**config.mk**
```make
export PLATFORM = sky130hd
export DESIGN_NAME = qte_sqrt
export DESIGN_NICKNAME = d
export VERILOG_FILES = /design/src/hdl/qte_pkg.sv /design/src/hdl/qte_sqrt.sv
export SDC_FILE = /design/constraint.sdc
export NUM_CORES = 2
export LEC_CHECK = 0
export CAP_MARGIN = 20
export CORE_MARGIN = 8
export CORE_UTILIZATION = 65
export CTS_BUF_LIST = sky130_fd_sc_hd__clkbuf_8
export CTS_CLUSTER_DIAMETER = 80
export DETAILED_ROUTE_END_ITERATION = 10
export DONT_BUFFER_PORTS = 1
export GPL_TIMING_DRIVEN = 0
export HOLD_SLACK_MARGIN = 0.12
export PLACE_DENSITY_LB_ADDON = 0.2
export RECOVER_POWER = 50
export SLEW_MARGIN = 15
export SYNTH_ARGS = -nofsm -noshare
export SYNTH_HDL_FRONTEND = slang
export SYNTH_SLANG_ARGS = --single-unit
```
**constraint.sdc**
```tcl
create_clock -name clk_i -period 10.25 [get_ports clk_i]
set_input_delay 1.5375 -clock clk_i [delete_from_list [all_inputs] [get_ports clk_i]]
set_output_delay 1.5375 -clock clk_i [all_outputs]
set_load 0.02 [all_outputs]
```
**src/hdl/qte_pkg.sv**
```systemverilog
// ----------------------------------------------------------------------------
// qte_pkg
// Shared widths, constants and the arctangent table for the quaternion to
// Euler angle pipeline.
// ----------------------------------------------------------------------------
package qte_pkg;

  localparam int unsigned CORDIC_STEPS_DEF   = 16;
  localparam int unsigned COMPONENT_BITS_DEF = 16;

  localparam int unsigned QW = 16;  // Q14 component
  localparam int unsigned PW = 32;  // Q28 product
  localparam int unsigned SW = 35;  // Q28 sums
  localparam int unsigned CW = 37;  // CORDIC x/y
  localparam int unsigned ZW = 34;  // Q30 angle
  localparam int unsigned NW = 57;  // Q56 radicand
  localparam int unsigned RW = 29;  // root bits
  localparam int unsigned AW = 16;  // output angle

  localparam int unsigned PROD_LAT = 2;
  localparam int unsigned SQ_LAT   = 2 + RW;
  localparam int unsigned CONV_LAT = 2;

  localparam logic signed [SW-1:0] ONE_Q28         = 35'sd268435456;
  localparam logic signed [ZW-1:0] PI_HALF_Q30     = 34'sd1686629713;
  localparam logic signed [31:0]   DEG_PER_RAD_Q24 = 32'sd961263669;
  localparam logic signed [63:0]   ANGLE_LIMIT     = 64'sd25736;

  typedef struct packed {
    logic signed [SW-1:0] sr;
    logic signed [SW-1:0] cr;
    logic signed [SW-1:0] sp;
    logic signed [SW-1:0] sy;
    logic signed [SW-1:0] cy;
  } sums_t;

  typedef struct packed {
    logic sat;
    logic neg;
  } sat_t;

  function automatic logic signed [ZW-1:0] atan_q30(input logic [4:0] idx);
    logic signed [ZW-1:0] v;
    case (idx)
      5'd0:  v = 34'sd843314857;
      5'd1:  v = 34'sd497837829;
      5'd2:  v = 34'sd263043837;
      5'd3:  v = 34'sd133525159;
      5'd4:  v = 34'sd67021687;
      5'd5:  v = 34'sd33543516;
      5'd6:  v = 34'sd16775851;
      5'd7:  v = 34'sd8388437;
      5'd8:  v = 34'sd4194283;
      5'd9:  v = 34'sd2097149;
      5'd10: v = 34'sd1048576;
      5'd11: v = 34'sd524288;
      5'd12: v = 34'sd262144;
      5'd13: v = 34'sd131072;
      5'd14: v = 34'sd65536;
      5'd15: v = 34'sd32768;
      5'd16: v = 34'sd16384;
      5'd17: v = 34'sd8192;
      5'd18: v = 34'sd4096;
      5'd19: v = 34'sd2048;
      5'd20: v = 34'sd1024;
      5'd21: v = 34'sd512;
      5'd22: v = 34'sd256;
      5'd23: v = 34'sd128;
      default: v = '0;
    endcase
    return v;
  endfunction

endpackage

```
**src/hdl/qte_sqrt.sv**
```systemverilog
// ----------------------------------------------------------------------------
// qte_sqrt
// Forms 1 - s^2 in Q56 and takes its floor square root, one result bit per
// stage.
// ----------------------------------------------------------------------------
module qte_sqrt (
  input  logic                         clk_i,
  input  logic                         en_i,
  input  logic signed [qte_pkg::SW-1:0] sp_i,
  output logic [qte_pkg::RW-1:0]       root_o
);
  import qte_pkg::*;

  logic signed [28:0] sm;
  logic [NW-1:0]      sq_q, rest_q;
  logic [NW-1:0]      n_q [RW];
  logic [NW-1:0]      r_q [RW];

  assign sm = sp_i[28:0];

  always_ff @(posedge clk_i) begin
    if (en_i) begin
      sq_q   <= NW'(sm * sm);
      rest_q <= (NW'(1) << 56) - sq_q;
    end
  end

  for (genvar k = 0; k < RW; k++) begin : g_step
    localparam logic [NW-1:0] BIT = NW'(1) << (2 * (RW - 1 - k));
    logic [NW-1:0] n_in, r_in, t;
    if (k == 0) begin : g_first
      assign n_in = rest_q;
      assign r_in = '0;
    end else begin : g_next
      assign n_in = n_q[k-1];
      assign r_in = r_q[k-1];
    end
    assign t = r_in + BIT;
    always_ff @(posedge clk_i) begin
      if (en_i) begin
        if (n_in >= t) begin
          n_q[k] <= n_in - t;
          r_q[k] <= (r_in >> 1) + BIT;
        end else begin
          n_q[k] <= n_in;
          r_q[k] <= r_in >> 1;
        end
      end
    end
  end

  assign root_o = r_q[RW-1][RW-1:0];

endmodule

```
==> impl_metrics.json <==
{
  "outcome": "finished with violations",
  "violations": "capacitance limit, slew limit",
  "gr-total-overflow": 0,
  "worstMarginPinSlew_ns": 3.43,
  "drv_cap": 7,
  "ff2ff_setup_slack_ns": 4.95,
  "finalSetupViolCount": 0,
  "port_buffers": 0,
  "synth_fa_ha_area_frac": 0.193,
  "avgSynthCellArea_sq_um": 11.8,
  "synth_edf_count": 2115,
  "cts_tree": "done",
  "critical_path_buf_inv_count": 8,
  "cpPeakStageDelay_ns": 0.76,
  "ioPinCount": 66,
  "nNetsFinal": 12600,
  "rsz0062_at_grt": "no",
  "viasPerCell": 6.00,
  "path_class": "primary input to register",
  "fin_setup_tns_ns": 0,
  "cts-htree-levels": 5,
  "startpoint": "sp_i[25]",
  "synthXorXnorAreaFrac": 0.0552,
  "grt_antenna_before_repair": 11,
  "regToRegEndpoint": "n_q[1][486]",
  "synth.largest_area_cell": "edfxtp_1",
  "syn_to_final_growth_pct": 8.04,
  "yosysSeqAreaShare": 0.498,
  "drt_pass1_iterations": 7,
  "grt_pass1_wl_mm": 495,
  "r2r_cells": 10,
  "die-area_sq_um": 211000,
  "slew_violations": 310,
  "startpoint_type": "primary input",
  "synth.area.top_cells": "edfxtp_1 (50%), fa_1 (13%), ha_1 (6.2%)",
  "clock_sinks": 2115,
  "grt_pass1_vias": 85800,
  "grt.total_usage": 0.306,
  "synthMuxAreaShare": 0.00604,
  "die_h_um": 459,
  "wl_per_cell_um": 23.1,
  "placementRows": 162,
  "cts-buffers-inserted": 351,
  "start_util": 0.654,
  "hpwlAfterDp_mm": 255,
  "routed_wl_mm": 323,
  "first_iter_violations": 8146,
  "synth-simple-area-share": 0.115,
  "slew-limit-headroom": -1.29,
  "synth_top_family_by_area": "adder cells",
  "cts_max_path_buffers": 4,
  "fin_crit_sh": 0.986,
  "post_synth_inst_count": 10800,
  "gp_congestion": 1.02,
  "dr_total_vias": 84200,
  "crit_path_end": "sq_q[50]",
  "finalClockSkew_ns": 0.103,
  "post_cts_buffers": 0,
  "worst_r2r_startpoint": "n_q[1][442]",
  "fin_crit_ns": 10.10,
  "hold_violations": 0,
  "synth_area_sq_um": 127000,
  "hold_class": "register to register",
  "arrival_ns": 10.84,
  "synth_cell_types": 92,
  "grt_start_max_net_pins": 121,
  "cp.depth": 28,
  "clk_pin_slew_ns": 0.06,
  "syn-num-nets": 12300,
  "synth_compound_area_frac": 0.0775,
  "synthArstFlopShare": 0,
  "die_w_um": 459,
  "crit_fanout": 10,
  "crit_family": "adder cells",
  "route.antenna.remaining_nets": 0,
  "drive_gt1_frac": 0.0550,
  "synth_top_area_frac": 0.498,
  "clockRootBuffer": "clkbuf_8",
  "synth_seq_cells": 2115,
  "crit_required_ns": 10.99,
  "cts_resized": 17,
  "end_kind": "register",
  "ys_warn_count": 0,
  "core-area_sq_um": 195000,
  "crit_top_cell": "fa_1",
  "synth_ff_type": "edfxtp_1",
  "postCtsHoldBufs": 0,
  "clkLatencyLatePin_ns": 1.04,
  "crit_slowest_cell": "fa_1",
  "fmax_mhz": 99.0,
  "drcViolationCount": 0
}
registers in the layout, indices dropped and copies added (netlist names):
signal	cells
sq_q	56
n_q	1568
g_step.n_in	56
r_q	435
kinds of logic after synthesis:
| family | count (synthesis) |
|---|---|
| AOI/OAI and AO/OA | 1600 |
| xor gates and xnor gates | 804 |
| adders and majority gates | 1469 |
| buffers and inverters | 1849 |
| DFF | 2115 |
| muxes | 69 |
| and+or+nand+nor | 2857 |
cells in the mapped netlist, types with 8 or more instances:
master / n
edfxtp_1: 2115
inv_1: 1596
fa_1: 837
nand2_1: 814
ha_1: 632
nor2_1: 495
o21ai_0: 465
a21oi_1: 457
xnor2_1: 455
xor2_1: 349
nor4_1: 251
clkbuf_1: 245
nor3_1: 232
a21o_1: 216
and2_1: 197
nand3_1: 135
nand2b_1: 115
nand4_1: 113
o21a_1: 103
nor2b_1: 99
or3_1: 90
mux2_2: 63
nor4b_1: 50
or4_1: 46
a211oi_1: 44
a31oi_1: 42
nand3b_1: 41
o21bai_1: 41
and3_1: 40
o31ai_1: 38
or2_2: 32
nand4b_1: 29
a21boi_0: 24
nor3b_1: 20
o211ai_1: 18
a211o_1: 17
o2111ai_1: 15
a2111oi_0: 12
o31a_1: 11
o41ai_1: 11
and4_1: 9
a221oi_1: 8
nor4bb_1: 8
or3b_2: 8
layout by cell type (no fill, tap or decap), types with 26 or more instances in the layout:
cell type,instances
nand4b_1,29
clkinv_1,86
and2_1,193
mux2_2,59
a211oi_1,43
or4_1,47
fa_1,836
nor4b_1,50
clkinv_2,38
a31oi_1,42
nor4_1,250
o31ai_1,38
nand3_1,135
nor3_1,230
nand2b_1,115
xnor2_1,455
or2_2,32
nand2_1,814
o21ai_0,467
xor2_1,349
ha_1,632
o21a_1,103
and3_1,40
nand3b_1,41
nand4_1,113
clkbuf_2,26
inv_1,1684
clkbuf_8,357
a21o_1,216
clkbuf_1,210
nor2_1,495
edfxtp_1,2115
o21bai_1,41
nor2b_1,99
a21oi_1,457
or3_1,91
worst min path at each step:
stage / startpoint / endpoint / cells past startpoint
6_report: n_q[0][514] / n_q[0][571] / 0
5_1_grt: n_q[0][523] / n_q[0][580] / 0
4_1_cts: n_q[0][514] / n_q[0][571] / 0
3_5_place_dp: g_step[0].n_in[16] / n_q[0][16] / 0
3_3_place_gp: g_step[0].n_in[21] / n_q[0][21] / 0
2_1_floorplan: g_step[0].n_in[10] / n_q[0][10] / 0
worst reg2reg max path: cells and delay by family, from the launching register on:
kind | cells | cell delay (ns)
simple gates | 4 | 2.10
flops | 1 | 0.42
buf+inv | 3 | 1.04
compound gates | 3 | 1.54
through the flow:
stage          cell area, sq um  hold slack [ns]  cells  setup slack (ns)  utilization
6_report                 138000            0.372  14000             0.146        0.706
5_1_grt                  138000            0.357  14000            0.0122        0.706
4_1_cts                  138000            0.352  14000            0.0319        0.707
3_5_place_dp             131000            0.405  13400             -1.68        0.674
3_3_place_gp             131000            0.403  13400             -1.73        0.671
2_1_floorplan            127000            0.400  10800             0.984            -
layout make-up:
cell class | count | area, sq um
plain buffers | 250 | 1030
clock buffers | 357 | 4910
flip-flops and latches | 2115 | 63500
clock inverters | 243 | 1450
multi-input cells | 6799 | 57100
inverters | 1599 | 6000
repair buffers | 23 | 440
fillers | 13700 | 57300
diodes | 19 | 47.5
well taps | 2624 | 3280
per-layer routing:
layer,vias up,GRT usage,routed length (um)
li1,38200,-,-
met1,41100,0.376,120000
met5,-,0,48
met4,8,0.175,22500
met2,3750,0.507,154000
met3,1058,0.0617,26900
Power is not shown: default switching activity piles up to over one toggle a cycle in this logic, so the estimate is an artifact.
