[config.mk]
export PLATFORM = sky130hd
export DESIGN_NAME = qte_conv
export DESIGN_NICKNAME = d
export VERILOG_FILES = /design/src/hdl/qte_pkg.sv /design/src/hdl/qte_conv.sv
export SDC_FILE = /design/constraint.sdc
export NUM_CORES = 1
export LEC_CHECK = 0
export BUFFER_PORTS_ARGS = -buffer_cell sky130_fd_sc_hd__buf_2
export CORE_MARGIN = 2
export CORE_UTILIZATION = 50
export DETAILED_ROUTE_END_ITERATION = 6
export PLACE_DENSITY = 0.66
export SLEW_MARGIN = 25
export SYNTH_ARGS = -nofsm -noshare
export SYNTH_HDL_FRONTEND = slang
export SYNTH_SLANG_ARGS = --single-unit
[constraint.sdc]
create_clock -name clk_i -period 17.7 [get_ports clk_i]
set_input_delay 0 -clock clk_i [delete_from_list [all_inputs] [get_ports clk_i]]
set_output_delay 0 -clock clk_i [all_outputs]
set_load 0.01 [all_outputs]
[src/hdl/qte_pkg.sv]
// ----------------------------------------------------------------------------
// qte_pkg
// Shared widths, constants and the arctangent table for the quaternion to
// Euler angle pipeline.
// ----------------------------------------------------------------------------
package qte_pkg;

  localparam int unsigned CORDIC_STEPS_DEF   = 16;
  localparam int unsigned COMPONENT_BITS_DEF = 16;

  localparam int unsigned QW = 16;  // Q14 component
  localparam int unsigned PW = 32;  // Q28 product
  localparam int unsigned SW = 35;  // Q28 sums
  localparam int unsigned CW = 37;  // CORDIC x/y
  localparam int unsigned ZW = 34;  // Q30 angle
  localparam int unsigned NW = 57;  // Q56 radicand
  localparam int unsigned RW = 29;  // root bits
  localparam int unsigned AW = 16;  // output angle

  localparam int unsigned PROD_LAT = 2;
  localparam int unsigned SQ_LAT   = 2 + RW;
  localparam int unsigned CONV_LAT = 2;

  localparam logic signed [SW-1:0] ONE_Q28         = 35'sd268435456;
  localparam logic signed [ZW-1:0] PI_HALF_Q30     = 34'sd1686629713;
  localparam logic signed [31:0]   DEG_PER_RAD_Q24 = 32'sd961263669;
  localparam logic signed [63:0]   ANGLE_LIMIT     = 64'sd25736;

  typedef struct packed {
    logic signed [SW-1:0] sr;
    logic signed [SW-1:0] cr;
    logic signed [SW-1:0] sp;
    logic signed [SW-1:0] sy;
    logic signed [SW-1:0] cy;
  } sums_t;

  typedef struct packed {
    logic sat;
    logic neg;
  } sat_t;

  function automatic logic signed [ZW-1:0] atan_q30(input logic [4:0] idx);
    logic signed [ZW-1:0] v;
    case (idx)
      5'd0:  v = 34'sd843314857;
      5'd1:  v = 34'sd497837829;
      5'd2:  v = 34'sd263043837;
      5'd3:  v = 34'sd133525159;
      5'd4:  v = 34'sd67021687;
      5'd5:  v = 34'sd33543516;
      5'd6:  v = 34'sd16775851;
      5'd7:  v = 34'sd8388437;
      5'd8:  v = 34'sd4194283;
      5'd9:  v = 34'sd2097149;
      5'd10: v = 34'sd1048576;
      5'd11: v = 34'sd524288;
      5'd12: v = 34'sd262144;
      5'd13: v = 34'sd131072;
      5'd14: v = 34'sd65536;
      5'd15: v = 34'sd32768;
      5'd16: v = 34'sd16384;
      5'd17: v = 34'sd8192;
      5'd18: v = 34'sd4096;
      5'd19: v = 34'sd2048;
      5'd20: v = 34'sd1024;
      5'd21: v = 34'sd512;
      5'd22: v = 34'sd256;
      5'd23: v = 34'sd128;
      default: v = '0;
    endcase
    return v;
  endfunction

endpackage

[src/hdl/qte_conv.sv]
// ----------------------------------------------------------------------------
// qte_conv
// Converts a Q30 radian angle to Q13 radians or Q7 degrees, rounds and
// clamps. Two stages; the second is the output register.
// ----------------------------------------------------------------------------
module qte_conv (
  input  logic                          clk_i,
  input  logic                          en_i,
  input  logic                          unit_i,
  input  logic signed [qte_pkg::ZW-1:0] angle_i,
  output logic signed [qte_pkg::AW-1:0] angle_o
);
  import qte_pkg::*;

  logic signed [63:0]   prod_q;
  logic signed [ZW-1:0] a_q;
  logic signed [63:0]   v;
  logic signed [AW-1:0] angle_d, angle_q;

  always_ff @(posedge clk_i) begin
    if (en_i) begin
      prod_q <= 64'(angle_i * DEG_PER_RAD_Q24);
      a_q    <= angle_i;
    end
  end

  always_comb begin
    if (unit_i) begin
      v = (prod_q + (64'sd1 <<< 46)) >>> 47;
    end else begin
      v = (64'(a_q) + (64'sd1 <<< 16)) >>> 17;
    end
    if (v > ANGLE_LIMIT) begin
      angle_d = AW'(ANGLE_LIMIT);
    end else if (v < -ANGLE_LIMIT) begin
      angle_d = AW'(-ANGLE_LIMIT);
    end else begin
      angle_d = AW'(v);
    end
  end

  always_ff @(posedge clk_i) begin
    if (en_i) begin
      angle_q <= angle_d;
    end
  end

  assign angle_o = angle_q;

endmodule

==> results of run 1 <==
metrics by stage:
step / hold slack, ns / util / instances / worst slack (ns)
2_1_floorplan: 0.0989 / - / 2094 / 11.01
3_3_place_gp: 0.397 / 0.527 / 2671 / 10.34
3_5_place_dp: 0.395 / 0.528 / 2672 / 10.16
4_1_cts: 0.0837 / 0.531 / 2679 / 10.45
5_1_grt: 0.0760 / 0.531 / 2679 / 10.12
6_report: 0.0971 / 0.531 / 2679 / 10.41
worst register-to-register path: stages, from the launching register on:
cell and delay [ns]:
edfxtp_1 0.43, and4_1 0.43, nand3_2 0.16, or3_1 0.37, nand3_1 0.18, and4_1 0.24
nor3_2 0.05, a211oi_2 0.65, nand2b_1 0.27, nor3_1 0.08
layer usage:
metal,routed length [microns],up-vias
li1,-,6519
met2,27400,475
met5,9,-
met4,1430,2
met3,4770,68
met1,26800,7420
worst min-delay path by stage:
| stage | slack [ns] | start | to |
|---|---|---|---|
| 2_1_floorplan | 0.1 | angle_i[16] | a_q[16] |
| 3_3_place_gp | 0.40 | angle_i[30] | a_q[30] |
| 3_5_place_dp | 0.39 | angle_i[29] | a_q[29] |
| 4_1_cts | 0.08 | angle_i[29] | a_q[29] |
| 5_1_grt | 0.08 | angle_i[29] | a_q[29] |
| 6_report | 0.1 | angle_i[29] | a_q[29] |
synthesized netlist by cell type, drive strengths merged (5+ instances only):
cell    number  area [sq um]
inv        694          2610
fa         454          9090
ha         353          4420
xor2        58           516
a21oi       55           279
edfxtp      52          1560
nand2       43           161
o21ai       43           215
nor2        32           120
xnor2       32           288
a21o        26           195
nand3       26           160
nand4       23           165
and2        20           125
mux2i       18           196
or2         16           100
nor3        13          75.1
buf         11          65.1
nor2b       11          68.8
nor4        10          81.3
o21bai       8          60.1
or3          7          43.8
a211oi       6          55.1
and3         6          38.8
and4         6          52.6
o21a         6          45.0
a211o        5          43.8
a31oi        5          31.3
clkbuf       5          18.8
sequential cells by signal (all words and copies together), names as in the netlist:
name     flops
angle_o     16
a_q         18
prod_q      18
placed cells by master (no fill, tap or decap), drive strengths merged, types with 5 or more instances in the layout:
| cell type | instances |
|---|---|
| ha | 353 |
| or2 | 16 |
| nor2b | 11 |
| xor2 | 58 |
| xnor2 | 32 |
| edfxtp | 52 |
| and2 | 20 |
| nand4 | 23 |
| o21ai | 43 |
| mux2i | 18 |
| or3 | 7 |
| nand3 | 26 |
| a211oi | 6 |
| nor2 | 32 |
| o21a | 6 |
| inv | 696 |
| and3 | 6 |
| clkbuf | 5 |
| and4 | 6 |
| a21o | 26 |
| nand2 | 43 |
| nor3 | 13 |
| fa | 454 |
| a31oi | 5 |
| a21oi | 55 |
| nor4 | 10 |
| o21bai | 8 |
| buf | 55 |
| a211o | 5 |
layout make-up:
cell class	count	area [sq um]
fill	3832	19700
multi-input combinational	1331	17100
inverter	695	2610
sequential	52	1560
tap	539	674
timing repair buffer	55	295
clock buffer	5	125
clock inverter	2	16.3
kinds of logic after synthesis:
family          count (synthesis)  synth area share
mux                            19           0.00975
flops                          52            0.0733
simple gates                  221            0.0588
compound gates                193            0.0598
buf+inv                       711             0.126
xor+xnor                       90            0.0377
fa+ha+maj                     808             0.634
==> results_dict.tcl, run 1 <==
set metrics [dict create \
    outcome "finished, final reports clean" \
    start_util 0.507 \
    cts_setup_buffers 0 \
    floorplan.die.height_microns 210 \
    numCtsBuffers 5 \
    min_path_type "input port to flip-flop" \
    drv_slew 0 \
    cp_cell_sequence "buf_2, ha_1, inv_1, ha_1, inv_1, fa_1, fa_1, inv_1, fa_1, fa_1, fa_1, inv_1, fa_1, inv_1, ha_1, a21o_1, a211o_1, a2111oi_2, o311ai_1, o21ai_1, and4b_1, a21oi_1, a211oi_2, xnor2_1" \
    cts-root-buf "clkbuf_16" \
    routed_via_density 5.41 \
    startpoint "angle_i[33]" \
    use_met1 0.405 \
    synthFlopType "edfxtp_1" \
    crit_path_top_delay_cell "fa_1" \
    grt_overflow 0 \
    reg2reg_to "angle_o[1]" \
    avgRoutedWirePerCell_microns 22.5 \
    rows 75 \
    syn_area_per_cell_sq_um 10.2 \
    cp_common_cell "fa_1" \
    synth_cells 2094 \
    die_area_sq_mm 0.0443 \
    drive_gt1_frac 0.0477 \
    finalHoldViolations 0 \
    cp_num_cells 24 \
    rrSetupSlack_ns 14.60 \
    max_freq_ghz 0.137 \
    grt.met3_usage 0.0667 \
    ys_seq_area_frac 0.0733 \
    slowest_delay_ns 0.64 \
    setup.worst_path.end "prod_q[51]" \
    htreeDepth 2 \
    cp_max_fo 29 \
    cp.required_ns 17.74 \
    detailroute.via_count 14500 \
    cts_resized 0 \
    cp-start-kind "input port" \
    grt_pass1_vias 15900 \
    worst_slew_pin_slew_ns 0.779 \
    busiest_layer "met2" \
    setup_viol 0 \
    dp_hpwl_microns 54700 \
    die_x_microns 210 \
    netlist_area_sq_mm 0.0213 \
    drc_errors 0 \
    reg2regPathDepth 9 \
    synth_nets 2938 \
    grt_pass1_wl_microns 93900 \
    io_pins 53 \
    grt_max_degree 34 \
    reg2reg_from "a_q[18]" \
    dr.pass1.iters 7 \
    final.min_clock_period_ns 7.29 \
    ys_seq_elements 52 \
    clk_latency_ns 0.29 \
    cap_violations 0 \
    grt_setup_unrepaired "false" \
    core_sq_mm 0.0420 \
    ys_types 75 \
    num_antenna_cells 0 \
    holdBufCountCts 0 \
    areaGrowthSynthToFinish_pct 4.82 \
    ant_nets 0 \
    fin_setup_tns_ns 0 \
    holdPathStages 1 \
    layout.nets 2984 \
    clkTransAtPathRegs_ns 0.07 \
    final_area_sq_mm 0.0223 \
    synth_edf_count 52 \
    arrival_ns 7.32 \
    timing.final.crit_share 0.412 \
    track_usage 0.289 \
    port_buffers 52 \
    cts_tree "yes" \
    antenna_found_initial 1 \
    fin_skew_ns 0.00977 \
    synth-async-reset-ratio 0 \
    crit_type "input port to flip-flop" \
    crit_family "adder cells" \
    maxSlewHeadroom 0.476 \
    path_buf_inv 6 \
    yosysWarnings 0 \
    clockBufferDepth 2 \
    cp-end-kind "flip-flop" \
    grt_use_met2 0.461 \
    cts.sinks 52 \
    gp_congestion 0.988 \
    routed_wl_microns 60400 \
    place_area_sq_mm 0.0222 \
    first_iter_violations 917 \
]
Power of run 1 is left out: the tool's default activity adds up to more than one toggle a clock period on the data nets, which glitch-free logic cannot reach.
==> run 2, diff against run 1 <==
Settings changed: ABC_AREA set to 1, PLACE_DENSITY 0.66 to 0.69.
Clock period 17.7 ns to 6.3 ns, I/O delays scaled along.
==> results_dict.tcl, run 2 <==
set metrics [dict create \
    rows 77 \
    die_x_microns 216 \
    gp_congestion 1.05 \
    synth_nets 3388 \
    holdBufCountCts 0 \
    final_area_sq_mm 0.0259 \
    outcome "finished, final reports clean" \
    drv_slew 0 \
    core_sq_mm 0.0442 \
    clk_latency_ns 0.30 \
    reg2reg_to "angle_o[11]" \
    ys_types 45 \
    antenna_found_initial 2 \
    ant_nets 0 \
    clkTransAtPathRegs_ns 0.07 \
    cp_max_fo 7 \
    synth_cells 2544 \
    drc_errors 0 \
    slowest_delay_ns 0.63 \
    layout.cells.non_filler 3457 \
    yosys.area.top_type "fa_1" \
    netlist_area_sq_mm 0.0224 \
    htreeDepth 2 \
    synth_edf_count 52 \
    routed_wl_microns 69800 \
    reg2reg_from "prod_q[47]" \
    netlist.area_leader.share 0.405 \
    cts-root-buf "clkbuf_16" \
    io_pins 53 \
    syn_area_per_cell_sq_um 8.82 \
    min_path_type "input port to flip-flop" \
    grt_pass1_wl_microns 108000 \
    routed_via_density 5.13 \
    die_area_sq_mm 0.0466 \
    synthFlopType "edfxtp_1" \
    floorplan.die.height_microns 216 \
    dr.pass1.iters 5 \
    numCtsBuffers 5 \
    drive_gt1_frac 0.141 \
    worst_slew_pin_slew_ns 0.691 \
    setup_viol 0 \
    cap_violations 0 \
    nFillCells 3915 \
    cp.required_ns 6.35 \
    synth.area.top_cells "fa_1, ha_1, inv_1" \
    place_area_sq_mm 0.0254 \
    avgRoutedWirePerCell_microns 20.2 \
    grt_overflow 0 \
    layout_commonest_cell "inv_1" \
    dp_hpwl_microns 64300 \
    cp-start-kind "input port" \
    crit_family "adder cells" \
    cp_cell_sequence "buf_2, ha_1, xor2_1, buf_4, ha_1, or2_2, fa_1, fa_2, fa_1, fa_1, fa_1, inv_1, fa_1, inv_1, ha_1, a21oi_1, o21ai_1, a21oi_1, o21ai_0, a221oi_1, nand2_1, xor2_1" \
    fin_skew_ns 0.00427 \
    cp_common_cell "fa_1" \
    synth_most_common_cell "inv_1" \
    cp_num_cells 22 \
    layout.nets 3707 \
    timing.final.crit_share 0.967 \
    setup.worst_path.end "prod_q[57]" \
    cts.sinks 52 \
    maxSlewHeadroom 0.539 \
    cp-end-kind "flip-flop" \
    arrival_ns 6.14 \
    rrSetupSlack_ns 3.85 \
    grt_max_degree 53 \
    crit_path_top_delay_cell "fa_2" \
    detailroute.via_count 17700 \
    port_buffers 52 \
    synth-async-reset-ratio 0 \
    yosysWarnings 0 \
    layout_common_cells "inv_1, fa_1, ha_1" \
    first_iter_violations 1427 \
    placedCellCount 3446 \
    synthTopCellsByCount "inv_1, fa_1, ha_1" \
    cts_tree "yes" \
    track_usage 0.312 \
    final.min_clock_period_ns 6.09 \
    finalHoldViolations 0 \
    start_util 0.507 \
    areaGrowthSynthToFinish_pct 15.6 \
    reg2regPathDepth 16 \
    crit_type "input port to flip-flop" \
    clockBufferDepth 2 \
    ys_seq_elements 52 \
    grt_pass1_vias 19200 \
    ys_seq_area_frac 0.0696 \
    path_buf_inv 4 \
    startpoint "angle_i[4]" \
    max_freq_ghz 0.164 \
]
==> run 2: area by class of cell <==
| type | instances | area (sq um) | area share |
|---|---|---|---|
| sequential | 52 | 1560 | 0.0602 |
| tap | 592 | 741 | 0.0286 |
| clock buffer | 6 | 129 | 0.00497 |
| multi-input combinational | 1666 | 18000 | 0.696 |
| timing repair buffer | 320 | 2350 | 0.0905 |
| inverter | 818 | 3070 | 0.118 |
| antenna | 1 | 2.50 | 0.0000965 |
| clock inverter | 2 | 38.8 | 0.00150 |
==> run 2: logic make-up after synthesis <==
logic type / share of synthesized area
buffers and inverters: 0.139
multiplexers: 0.000446
AND/OR/NAND/NOR: 0.105
adder cells (fa/ha/maj): 0.602
XOR/XNOR: 0.0280
AO/OA/AOI/OAI: 0.0558
flip-flops: 0.0696
==> run 2: stage by stage <==
step / utilization / hold WS [ns] / setup TNS (ns) / setup slack (ns)
finish: 0.586 / 0.0403 / 0 / 0.205
global route: 0.586 / 0.0476 / -0.0766 / -0.0385
CTS: 0.579 / 0.0523 / 0 / 0.0274
detailed placement: 0.575 / 0.363 / -3.43 / -0.339
global placement: 0.575 / 0.356 / -2.27 / -0.239
floorplan: - / 0.0989 / 0 / 0.433
==> run 2: worst register-to-register path: cells and delay by family, from the launching register on <==
| kind | cells | cell delay (ns) |
|---|---|---|
| and+or+nand+nor | 13 | 1.29 |
| adders and majority gates | 1 | 0.23 |
| buffers and inverters | 1 | 0.04 |
| DFF | 1 | 0.45 |
| AOI/OAI and AO/OA | 1 | 0.20 |
==> run 2: worst min-delay path by stage <==
stage                     cells past startpoint  endpoint        start  slack [ns]
final                                         1   a_q[18]  angle_i[18]        0.04
after CTS                                     1   a_q[27]  angle_i[27]        0.05
after global routing                          1   a_q[26]  angle_i[26]        0.05
after floorplan                               0   a_q[16]  angle_i[16]         0.1
after global placement                        1   a_q[27]  angle_i[27]        0.36
after detailed placement                      1   a_q[27]  angle_i[27]        0.36
==> run 2: per-layer routing <==
metal  global-route usage  wire [microns]  share of wire  vias up
met1                0.423           30100           0.43     8704
met3                0.103            7310           0.10      102
met5               0.0135             103         0.0015        -
met2                0.481           30200           0.43      637
li1                     -               -              -     8273
met4               0.0798            2010          0.029        4
==> run 2: what timing repair did <==
item	CTS	global route
pin swaps	0	12
gates cloned	0	0
buffers inserted	0	2
resized for setup	1	70
setup endpoints to repair	2	18
Power of run 2 is left out for the same reason.
==> run 3, diff against run 2 <==
Settings changed: CORE_ASPECT_RATIO set to 1.4.
==> results_dict.tcl, run 3 (synthesis gave the netlist of run 2 again) <==
set metrics [dict create \
    outcome "finished, final reports clean" \
    rows 91 \
    grt_max_degree 53 \
    setup_viol 0 \
    holdPathStages 1 \
    clk_latency_ns 0.30 \
    cts_tree "yes" \
    cp_cell_sequence "buf_2, ha_1, fa_1, inv_1, fa_1, fa_1, inv_1, fa_1, fa_2, fa_1, inv_1, fa_1, inv_1, ha_1, a21oi_1, nor2_1, nor2_2, o21ai_0, a31oi_2, nand3_2, buf_4, xor2_1" \
    multiInputGateArea_sq_mm 0.0184 \
    clockBufferDepth 2 \
    cp-start-kind "input port" \
    crit_type "input port to flip-flop" \
    layout_commonest_cell "inv_1" \
    io_pins 53 \
    floorplan.die.height_microns 255 \
    dr.pass1.iters 5 \
    cp_max_fo 4 \
    layout.nets 3799 \
    gp_congestion 1.07 \
    avgRoutedWirePerCell_microns 22.0 \
    track_usage 0.351 \
    final_util 0.609 \
    drc_errors 0 \
    min_path_type "input port to flip-flop" \
    use_met1 0.372 \
    core_sq_mm 0.0442 \
    worst_slew_pin_slew_ns 0.865 \
    timing.final.crit_share 0.971 \
    crit_path_top_delay_cell "fa_1" \
    detailroute.via_count 18000 \
    cp.required_ns 6.34 \
    clkTransAtPathRegs_ns 0.06 \
    numCtsBuffers 5 \
    path_buf_inv 6 \
    ant_nets 0 \
    slowest_delay_ns 0.59 \
    routed_via_density 5.12 \
    maxSlewHeadroom 0.417 \
    cts-root-buf "clkbuf_16" \
    cp_common_cell "fa_1" \
    start_util 0.508 \
    grt_overflow 0 \
    holdWs_ns 0.0564 \
    rrSetupSlack_ns 3.72 \
    place_ws_ns -0.801 \
    nFillCells 3901 \
    cp-end-kind "flip-flop" \
    crit_family "adder cells" \
    antenna_found_initial 1 \
    first_iter_violations 956 \
    placedCellCount 3499 \
    reg2reg_to "angle_o[5]" \
    reg2reg_from "a_q[16]" \
    grt_pass1_vias 20200 \
    cap_violations 0 \
    reg2regPathDepth 14 \
    htreeDepth 2 \
    routed_wl_microns 77300 \
    die_area_sq_mm 0.0466 \
    grt_pass1_wl_microns 118000 \
    areaGrowthSynthToFinish_pct 19.9 \
    dp_hpwl_microns 70600 \
    die_x_microns 183 \
    cts.sinks 52 \
    arrival_ns 6.16 \
    startpoint "angle_i[24]" \
    final.min_clock_period_ns 6.11 \
    cp_num_cells 22 \
    grt_use_met2 0.639 \
    grt.met3_usage 0.0320 \
    layout.cells.non_filler 3515 \
    port_buffers 52 \
    setup_ws_ns 0.186 \
    drv_slew 0 \
    register_area_sq_mm 0.00156 \
    fin_skew_ns 0.00910 \
    layout_common_cells "inv_1, fa_1, buf_4" \
    setup.worst_path.end "prod_q[46]" \
    drive_gt1_frac 0.194 \
    grt_setup_unrepaired "true" \
    max_freq_ghz 0.164 \
    busiest_layer "met2" \
    finalHoldViolations 0 \
]
## run 3: cell count changes in the layout (fill, tap and decap cells not counted), sizes merged
cell | previous run | this run
buf | 315 | 404
clkbuf | 11 | 13
bufinv | 1 | 0
clkinv | 3 | 4
clkinvlp | 0 | 1
dlygate4sd3 | 0 | 1
inv | 816 | 815
## run 3: cell type report
type,count,area share
antenna,1,0.0000930
sequential,52,0.0581
multi-input combinational,1666,0.685
tap,558,0.0260
clock buffer,6,0.00479
clock inverter,2,0.000419
timing repair buffer,412,0.112
inverter,818,0.114
## run 3: worst reg2reg max path, stage by stage (launching register included)
cell      delay, ns
edfxtp_1       0.44
ha_1           0.24
nand4_1        0.18
nor2_2         0.22
nand2_1        0.16
nor3_2         0.17
inv_1          0.08
o21ai_0        0.19
nand2_1        0.07
nand2_1        0.12
inv_1          0.07
nand2_2        0.20
nand2_1        0.08
nand2_1        0.07
inv_1          0.04
## run 3: worst min-delay path by stage
stage	from	slack (ns)	to
floorplan	angle_i[16]	0.1	a_q[16]
global placement	angle_i[27]	0.41	a_q[27]
detailed placement	angle_o[9]	0.41	angle_o[9]
CTS	angle_i[22]	0.04	a_q[22]
global route	angle_i[22]	0.05	a_q[22]
finish	angle_i[22]	0.06	a_q[22]
## run 3: stage by stage
step / TNS, ns / area, sq um
finish: 0 / 26900
global route: -0.0982 / 26900
CTS: 0 / 26200
detailed placement: -10.32 / 26000
global placement: -10.44 / 26000
floorplan: 0 / 22400
## run 3: timing repair
action / 4_1_cts / 5_1_grt
gates resized for setup: 20 / 150
hold buffers: 0 / 1
endpoints found under the hold margin: 0 / 1
pin swaps: 4 / 53
buffers inserted: 1 / 5
endpoints found under the setup margin: 18 / 18
## run 3: layer usage
layer  routed length [microns]  part of all wire  vias to the layer above
li1                          -                 -                     8458
met1                     26900              0.35                     8848
met2                     39700              0.51                      458
met3                      2400             0.031                      228
met4                      8380              0.11                        2
met5                        18           0.00023                        -
Power of run 3 is left out for the same reason.
